[config.mk]
export PLATFORM = sky130hd
export DESIGN_NAME = ready_bitmap_priority_scheduler_top
export DESIGN_NICKNAME = d
export VERILOG_FILES = /design/src/hw/rtl/rbps_pkg.sv /design/src/hw/rtl/ready_bitmap_priority_scheduler_top.sv
export VERILOG_INCLUDE_DIRS = /design/src /design/src/hw/rtl
export SDC_FILE = /design/constraint.sdc
export NUM_CORES = 2
export LEC_CHECK = 0
export BUFFER_PORTS_ARGS = -buffer_cell sky130_fd_sc_hd__buf_2
export CORE_MARGIN = 1
export CORE_UTILIZATION = 45
export CTS_CLUSTER_SIZE = 25
export DETAILED_ROUTE_END_ITERATION = 8
export PLACE_DENSITY = 0.63
export SETUP_SLACK_MARGIN = 0.3
export SLEW_MARGIN = 20
export SYNTH_ARGS = -nofsm -noshare
export SYNTH_HDL_FRONTEND = slang
export SYNTH_SLANG_ARGS = --single-unit
[constraint.sdc]
create_clock -name clk -period 5.35 [get_ports clk]
set_input_delay 1.07 -clock clk [delete_from_list [all_inputs] [get_ports clk]]
set_output_delay 1.07 -clock clk [all_outputs]
set_load 0.02 [all_outputs]
[src/hw/rtl/assert_macros.svh]
// assertion macros for the rtl files, included by the scheduler top
`ifndef ASSERT_MACROS_SVH
`define ASSERT_MACROS_SVH

`ifndef ASSERT_OFF

// condition holds at every clock edge out of reset
`define ASSERT_ALWAYS(lbl, clk, rst_n, expr) \
    lbl: assert property (@(posedge clk) disable iff (!rst_n) (expr)) \
        else $error("assertion failed");

// consequence holds in the same cycle as the antecedent
`define ASSERT_IMPLY(lbl, clk, rst_n, ante, cons) \
    lbl: assert property (@(posedge clk) disable iff (!rst_n) (ante) |-> (cons)) \
        else $error("assertion failed");

`else

`define ASSERT_ALWAYS(lbl, clk, rst_n, expr)
`define ASSERT_IMPLY(lbl, clk, rst_n, ante, cons)

`endif

`endif

[src/hw/rtl/rbps_pkg.sv]
`timescale 1ns / 1ps

package rbps_pkg;

    // priorities per bitmap row
    localparam int ROW_BITS = 16;
    localparam logic [ROW_BITS-1:0] LOW_BIT = 16'h0001;

    // configuration register indexes
    localparam logic REG_RUNNING = 1'b0;

    // scheduler commands
    typedef enum logic [2:0] {
        CMD_CREATE = 3'd0,
        CMD_RESUME = 3'd1,
        CMD_HOLD   = 3'd2,
        CMD_EXIT   = 3'd3,
        CMD_DELETE = 3'd4,
        CMD_CHECK  = 3'd5
    } cmd_t;

    // result status codes
    typedef enum logic [1:0] {
        ST_DONE  = 2'd0,
        ST_TAKEN = 2'd1,
        ST_EMPTY = 2'd2
    } status_t;

    // index of the lowest set bit, top index when none is set
    function automatic logic [3:0] lowest_bit(input logic [ROW_BITS-1:0] v);
        logic [3:0] idx;
        idx = 4'(ROW_BITS - 1);
        for (int i = ROW_BITS - 1; i >= 0; i--)
        begin
            if (v[i])
            begin
                idx = 4'(i);
            end
        end
        return idx;
    endfunction

endpackage

[src/hw/rtl/ready_bitmap_priority_scheduler_top.sv]
`timescale 1ns / 1ps
// channel   valid      stall      payload
// in        in_valid   in_stall   command, prio, start_ready, use_current, current_prio
// out       out_valid  out_stall  status, switch_request, top_prio, any_ready
// cfg       apb write  -          scheduler_running at byte address 0
//
// one transaction per cycle sustained while the output is not stalled; a command is
// registered in the input register, the slot store and ready bitmaps update and the
// two find-first-set steps run while it is held there, and the result lands in the output register.
// reset clears the slot store, the bitmaps and the running flag at once.
// a stalled output holds the input register, which then stalls the input side.

`include "assert_macros.svh"

module ready_bitmap_priority_scheduler_top #(
    parameter int ROW_COUNT  = 16,
    parameter int SLOT_COUNT = 256
) (
    input  logic        clk,
    input  logic        rst_n,

    input  logic        in_valid,
    output logic        in_stall,
    input  logic [2:0]  command,
    input  logic [7:0]  prio,
    input  logic        start_ready,
    input  logic        use_current,
    input  logic [7:0]  current_prio,

    output logic        out_valid,
    input  logic        out_stall,
    output logic [1:0]  status,
    output logic        switch_request,
    output logic [7:0]  top_prio,
    output logic        any_ready,

    input  logic        psel,
    input  logic        penable,
    input  logic        pwrite,
    input  logic [2:0]  paddr,
    input  logic [31:0] pwdata,
    output logic [31:0] prdata,
    output logic        pready
);

    import rbps_pkg::*;

    localparam int SLOT_W = (SLOT_COUNT > 1) ? $clog2(SLOT_COUNT) : 1;

    // configuration
    logic running_reg;
    logic cfg_write;

    // input register
    logic       s1_valid_reg;
    logic [2:0] cmd_reg;
    logic [7:0] prio_reg;
    logic       start_reg;
    logic       use_cur_reg;
    logic [7:0] cur_reg;

    // scheduler state
    logic [SLOT_COUNT-1:0] slot_valid_reg;
    logic [ROW_BITS-1:0]   ready_rows_reg [ROW_COUNT];
    logic [ROW_BITS-1:0]   ready_rows_next [ROW_COUNT];
    logic [ROW_COUNT-1:0]  ready_group_reg;
    logic [ROW_COUNT-1:0]  ready_group_next;
    logic [ROW_COUNT-1:0]  row_nz_reg;

    // output register
    logic       out_valid_reg;
    logic [1:0] status_reg;
    logic       sw_reg;
    logic [7:0] top_reg;
    logic       any_reg;

    // command decode
    logic       advance;
    logic [7:0] target;
    logic [7:0] sel_prio;
    logic       in_range;
    logic       slot_live;
    logic [ROW_BITS-1:0] bit_mask;
    status_t    st;
    logic       sw_cmd;
    logic       set_ready;
    logic       clr_ready;
    logic       set_valid;
    logic       clr_valid;

    // search
    logic [ROW_BITS-1:0] grp16;
    logic [3:0]          grp_idx;
    logic [ROW_BITS-1:0] row_nz_ext;
    logic [3:0]          row_low_ext [ROW_BITS];
    logic                any_next;
    logic [7:0]          top_next;
    logic                sw_next;

    // handshake
    assign advance   = s1_valid_reg && (!out_valid_reg || !out_stall);
    assign in_stall  = s1_valid_reg && !advance;
    assign out_valid = out_valid_reg;

    assign status         = status_reg;
    assign switch_request = sw_reg;
    assign top_prio       = top_reg;
    assign any_ready      = any_reg;

    // apb register
    assign pready    = 1'b1;
    assign cfg_write = psel && penable && pwrite && pready && (paddr[2] == REG_RUNNING);
    assign prdata    = (paddr[2] == REG_RUNNING) ? 32'(running_reg) : 32'd0;

    always_ff @(posedge clk or negedge rst_n)
    begin
        if (!rst_n)
        begin
            running_reg <= 1'b0;
        end
        else if (cfg_write)
        begin
            running_reg <= pwdata[0];
        end
    end

    // input register control
    always_ff @(posedge clk or negedge rst_n)
    begin
        if (!rst_n)
        begin
            s1_valid_reg <= 1'b0;
        end
        else if (in_valid && !in_stall)
        begin
            s1_valid_reg <= 1'b1;
        end
        else if (advance)
        begin
            s1_valid_reg <= 1'b0;
        end
    end

    // input register payload
    always_ff @(posedge clk)
    begin
        if (in_valid && !in_stall)
        begin
            cmd_reg     <= command;
            prio_reg    <= prio;
            start_reg   <= start_ready;
            use_cur_reg <= use_current;
            cur_reg     <= current_prio;
        end
    end

    // slot addressed by the command
    assign target = use_cur_reg ? cur_reg : prio_reg;

    always_comb
    begin
        case (cmd_t'(cmd_reg))
            CMD_HOLD:   sel_prio = target;
            CMD_DELETE: sel_prio = target;
            CMD_EXIT:   sel_prio = cur_reg;
            default:    sel_prio = prio_reg;
        endcase
    end

    assign in_range  = ({1'b0, sel_prio} < 9'(SLOT_COUNT)) &&
                       ({1'b0, sel_prio[7:4]} < 5'(ROW_COUNT));
    assign slot_live = in_range && slot_valid_reg[sel_prio[SLOT_W-1:0]];
    assign bit_mask  = LOW_BIT << sel_prio[3:0];

    // command effects
    always_comb
    begin
        st        = ST_DONE;
        sw_cmd    = 1'b0;
        set_ready = 1'b0;
        clr_ready = 1'b0;
        set_valid = 1'b0;
        clr_valid = 1'b0;
        case (cmd_t'(cmd_reg))
            CMD_CREATE:
            begin
                if (!in_range || slot_live)
                begin
                    st = ST_TAKEN;
                end
                else
                begin
                    set_valid = 1'b1;
                    set_ready = start_reg;
                    sw_cmd    = start_reg && (cur_reg > prio_reg);
                end
            end
            CMD_RESUME:
            begin
                if (!slot_live)
                begin
                    st = ST_EMPTY;
                end
                else
                begin
                    set_ready = 1'b1;
                    sw_cmd    = prio_reg < cur_reg;
                end
            end
            CMD_HOLD:
            begin
                if (!slot_live)
                begin
                    st = ST_EMPTY;
                end
                else
                begin
                    clr_ready = 1'b1;
                    sw_cmd    = target == cur_reg;
                end
            end
            CMD_EXIT:
            begin
                if (!slot_live)
                begin
                    st = ST_EMPTY;
                end
                else
                begin
                    clr_ready = 1'b1;
                    sw_cmd    = 1'b1;
                end
            end
            CMD_DELETE:
            begin
                if (!slot_live)
                begin
                    st = ST_EMPTY;
                end
                else
                begin
                    clr_valid = 1'b1;
                    clr_ready = 1'b1;
                    sw_cmd    = target == cur_reg;
                end
            end
            default:
            begin
                st = ST_DONE;
            end
        endcase
    end

    // slot store update
    always_ff @(posedge clk or negedge rst_n)
    begin
        if (!rst_n)
        begin
            slot_valid_reg <= '0;
        end
        else if (advance && set_valid)
        begin
            slot_valid_reg[sel_prio[SLOT_W-1:0]] <= 1'b1;
        end
        else if (advance && clr_valid)
        begin
            slot_valid_reg[sel_prio[SLOT_W-1:0]] <= 1'b0;
        end
    end

    // per-row bitmap update and lowest-bit search
    for (genvar r = 0; r < ROW_BITS; r++)
    begin : g_row
        if (r < ROW_COUNT)
        begin : g_used
            logic hit;
            assign hit = sel_prio[7:4] == 4'(r);

            always_comb
            begin
                ready_rows_next[r]  = ready_rows_reg[r];
                ready_group_next[r] = ready_group_reg[r];
                if (hit && set_ready)
                begin
                    ready_rows_next[r]  = ready_rows_reg[r] | bit_mask;
                    ready_group_next[r] = 1'b1;
                end
                else if (hit && clr_ready)
                begin
                    ready_rows_next[r] = ready_rows_reg[r] & ~bit_mask;
                    if (ready_rows_next[r] == '0)
                    begin
                        ready_group_next[r] = 1'b0;
                    end
                end
            end

            always_ff @(posedge clk or negedge rst_n)
            begin
                if (!rst_n)
                begin
                    ready_rows_reg[r]  <= '0;
                    ready_group_reg[r] <= 1'b0;
                end
                else if (advance)
                begin
                    ready_rows_reg[r]  <= ready_rows_next[r];
                    ready_group_reg[r] <= ready_group_next[r];
                end
            end

            assign row_nz_reg[r]  = |ready_rows_reg[r];
            assign row_nz_ext[r]  = |ready_rows_next[r];
            assign row_low_ext[r] = lowest_bit(ready_rows_next[r]);
        end
        else
        begin : g_unused
            assign row_nz_ext[r]  = 1'b0;
            assign row_low_ext[r] = 4'd0;
        end
    end

    // group search after the update
    assign grp16    = 16'(ready_group_next);
    assign grp_idx  = lowest_bit(grp16);
    assign any_next = (grp16 != '0) && row_nz_ext[grp_idx];
    assign top_next = any_next ? {grp_idx, row_low_ext[grp_idx]} : 8'd0;

    // switch decision
    always_comb
    begin
        sw_next = sw_cmd;
        if (cmd_t'(cmd_reg) == CMD_CHECK)
        begin
            sw_next = any_next && (top_next != cur_reg);
        end
        if (!running_reg)
        begin
            sw_next = 1'b0;
        end
    end

    // output register control
    always_ff @(posedge clk or negedge rst_n)
    begin
        if (!rst_n)
        begin
            out_valid_reg <= 1'b0;
        end
        else if (advance)
        begin
            out_valid_reg <= 1'b1;
        end
        else if (!out_stall)
        begin
            out_valid_reg <= 1'b0;
        end
    end

    // output register payload
    always_ff @(posedge clk)
    begin
        if (advance)
        begin
            status_reg <= st;
            sw_reg     <= sw_next;
            top_reg    <= top_next;
            any_reg    <= any_next;
        end
    end

    // group bits track nonzero rows
    `ASSERT_ALWAYS(a_group_match, clk, rst_n, ready_group_reg == row_nz_reg)
    // empty ready list reports priority zero
    `ASSERT_IMPLY(a_empty_top, clk, rst_n, out_valid_reg && !any_reg, top_reg == 8'd0)
    // input side stalls only behind a held result
    `ASSERT_IMPLY(a_stall_cause, clk, rst_n, in_stall, s1_valid_reg && out_valid_reg && out_stall)

endmodule

==> impl_metrics.toml <==
[logic_synthesis]
yosysSeqAreaShare_pct = 38.2
yosys_warnings = 0
syn_avg_cell_area_um2 = 7.95
syn_area_mm2 = 0.0373
synth.distinct_cells = 115
synth_top_cells_by_area = "dfrtp_1 36%, o21ai_0 16%, nand2_1 6.0%"
ys_ff_latch = 564
synthCells = 4699
netlist.area_leader.share_pct = 35.6
synthArstFlopShare_pct = 94.1
synth-main-ff-cell = "dfrtp_1"
synth_top_cell_by_area = "dfrtp_1"
synth_edf_count = 33

[drt]
routed_via_density = 6.94
wl_met1_um = 81300
met2_length_um = 88000
drc = 8
vias = 48000
drt-wirelength-per-cell_um = 32.5
highest-signal-layer = "met5"
ant_nets = 0
drt-total-wl_um = 224000
wl_met3_um = 32600
dr.pass1.iters = 9
drt-initial-drc-count = 7507

[global_route]
grt_pass1_vias = 44700
grt_first_pass_wirelength_um = 320000
grt_max_degree = 133
grtUsageTotal_pct = 52.2
antenna_found_initial = 14
grt-ovfl-total = 0

[placement]
place.gp.congestion = 1.13
dpl-instance-area_mm2 = 0.0478
dp_hpwl_um = 166000
numPortBuffers = 44

[sta]
hold_viol = 0
slew_viol_final = 0
tightest_slew_ns = 1.23
fin_crit_ns = 6.75
setup_viol = 10
period_share_pct = 126
clock_skew_ns = 0.0286
rsz0062_at_grt = "yes"
clock.fmax_mhz = 148
slew_headroom_pct = 15.8
finalWorstSetupSlack_ns = -1.40

[power_and_ir_drop]
finalPower_uw = 15300
power_per_cell_area_mw_per_mm2 = 288
ir_drop_mv = 0.281
power.leakage_uw = 0.0224

[floorplanning]
initial_core_util_pct = 45.5
core_area_mm2 = 0.0821
die_w_um = 290
num_rows = 105
die_area_mm2 = 0.0841
pin_count = 110
die_h_um = 290

[status]
status = "finished, violations left"
violations = "DRC, setup timing"

[final_layout]
final_nets = 5840
layout-area-overhead-vs-synth_pct = 42.8
drive_above_1_share_pct = 30.7
final_area_mm2 = 0.0533

[flow_run]
cap_violations = 0

[setup_path]
regToRegSetupSlack_ns = -1.40
r2r-start = "use_cur_reg"
max_stage_delay_ns = 0.46
cp-start-kind = "flip-flop"
path_common_cell = "buf_4"
r2r_end = "switch_request"
worstPathMaxFanout = 12
critPathKind = "flip-flop to flip-flop"
critPathArrivalTime_ns = 7.13
slowest_stage = "nand4b_1"
crit_path_end_kind = "flip-flop"
r2r_cells = 29
required_ns = 5.73

[clock_network]
holdBufCountCts = 0
ctsRootBufferMaster = "clkbuf_16"
numCtsBuffers = 68
cts_tree = "built"
clockBufferDepth = 3
clkLatencyLatePin_ns = 0.65
clk_pin_slew_worst_paths_ns = 0.07
cts_sinks = 564
htreeDepth = 3

[worst_hold_path]
hp-class = "input port to async pin"
==> cells in the final DEF (no fill, tap or decap), types with 32 or more instances in the layout <==
master        n
o211ai_1     60
nand3_1     116
conb_1       32
edfxtp_1     33
buf_4      1138
nand4_1      62
buf_2        43
o22ai_1      53
o21a_1       50
a21oi_1     215
nor3_1       65
a22oi_1      92
nand2_1     587
o21ai_0    1200
a31oi_1      64
dfrtp_1     531
nor2_1      247
buf_6        46
clkbuf_16    73
inv_1        42
a211oi_1     40
mux2i_1      53
buf_12      122
==> metrics by stage <==
| step | TNS, ns | instances | utilization, % | hold WS [ns] | setup slack, ns |
|---|---|---|---|---|---|
| CTS | -8.91 | 6868 | 64.1 | 0.438 | -1.16 |
| floorplan | -1.39 | 4729 | - | 0.446 | -0.528 |
| detailed placement | -17.39 | 6647 | 58.2 | 0.467 | -2.14 |
| global placement | -18.05 | 6647 | 58.2 | 0.460 | -2.16 |
| finish | -11.56 | 6905 | 64.9 | 0.404 | -1.40 |
| global route | -12.57 | 6896 | 64.9 | 0.466 | -1.54 |
==> synth_stat cells (12+ instances only) <==
cell and number:
a21o_1 15, nand2b_1 13, inv_1 43, buf_1 16
a21oi_1 222, clkbuf_1 254, nand2_1 600, dfrtp_1 531
o31ai_1 27, o31a_1 18, buf_6 12, nor2_1 280
o311a_1 14, nand4_1 62, a211oi_1 50, a22oi_1 99
nand3_1 129, buf_2 73, a311oi_1 24, edfxtp_1 33
buf_4 50, o22a_1 29, nor3_1 76, o21ai_0 1223
a31oi_1 72, nor2b_1 15, mux2i_1 66, a22o_1 23
o22ai_1 55, a32o_1 12, o2111ai_1 25, a32oi_1 20
o211ai_1 60, o21a_1 52, a221oi_1 34, o21bai_1 13
nor4_1 22, o311ai_0 21, o221ai_1 25, a211o_1 14
and3_1 16, o211a_1 14
==> critical path: cells and delay by family, from the launching register on <==
family / cells / cell delay [ns]
flops: 1 / 0.42
xor+xnor: 1 / 0.11
buf+inv: 10 / 1.86
simple gates: 8 / 1.51
compound gates: 10 / 2.55
==> layer usage <==
metal | vias up | GRT usage, %
met3 | 1198 | 19.0
met2 | 3950 | 72.0
li1 | 19900 | -
met4 | 8 | 41.5
met5 | - | 0
met1 | 22900 | 65.7
==> logic make-up (layout without fill, tap and decap cells) <==
group / count (synthesis) / after routing / share of synthesized area (%)
AO/OA/AOI/OAI: 2277 / 2277 / 37.6
XOR/XNOR: 12 / 12 / 0.281
adder cells (fa/ha/maj): 7 / 7 / 0.235
buffers and inverters: 450 / 1545 / 5.51
flip-flops: 564 / 564 / 38.2
multiplexers: 84 / 84 / 2.36
other: 2 / 43 / 0.0201
AND/OR/NAND/NOR: 1303 / 1303 / 15.8
==> worst max path at each step <==
stage	startpoint	to	slack [ns]	depth (start not counted)
floorplan	cmd_reg[2]	switch_request	-0.53	26
global placement	cmd_reg[2]	switch_request	-2.16	27
detailed placement	cmd_reg[2]	switch_request	-2.14	27
CTS	cmd_reg[2]	switch_request	-1.16	32
global route	cmd_reg[2]	switch_request	-1.54	33
finish	use_cur_reg	switch_request	-1.40	29
==> timing repair <==
| action | in CTS | in global routing |
|---|---|---|
| buffers inserted | 86 | 23 |
| resized for setup | 279 | 96 |
| pin swaps | 92 | 49 |
| gates cloned | 11 | 3 |
| endpoints found under the setup margin | 216 | 347 |
==> area by class of cell <==
class / instances / area, um2
clock buffers: 87 / 1900
repair buffers: 1376 / 12400
diodes: 11 / 27.5
flip-flops and latches: 564 / 14300
multi-input cells: 3715 / 22700
inverters: 45 / 169
well taps: 1070 / 1340
clock inverters: 37 / 512
fillers: 7161 / 28800
==> power breakdown <==
part / internal, uW / total [uW] / switching [uW]
Clock: 3060 / 5130 / 2080
Combinational: 2230 / 5570 / 3340
Sequential: 4460 / 4630 / 169
Total: 9750 / 15300 / 5580
(Power assumes the default switching activity.)
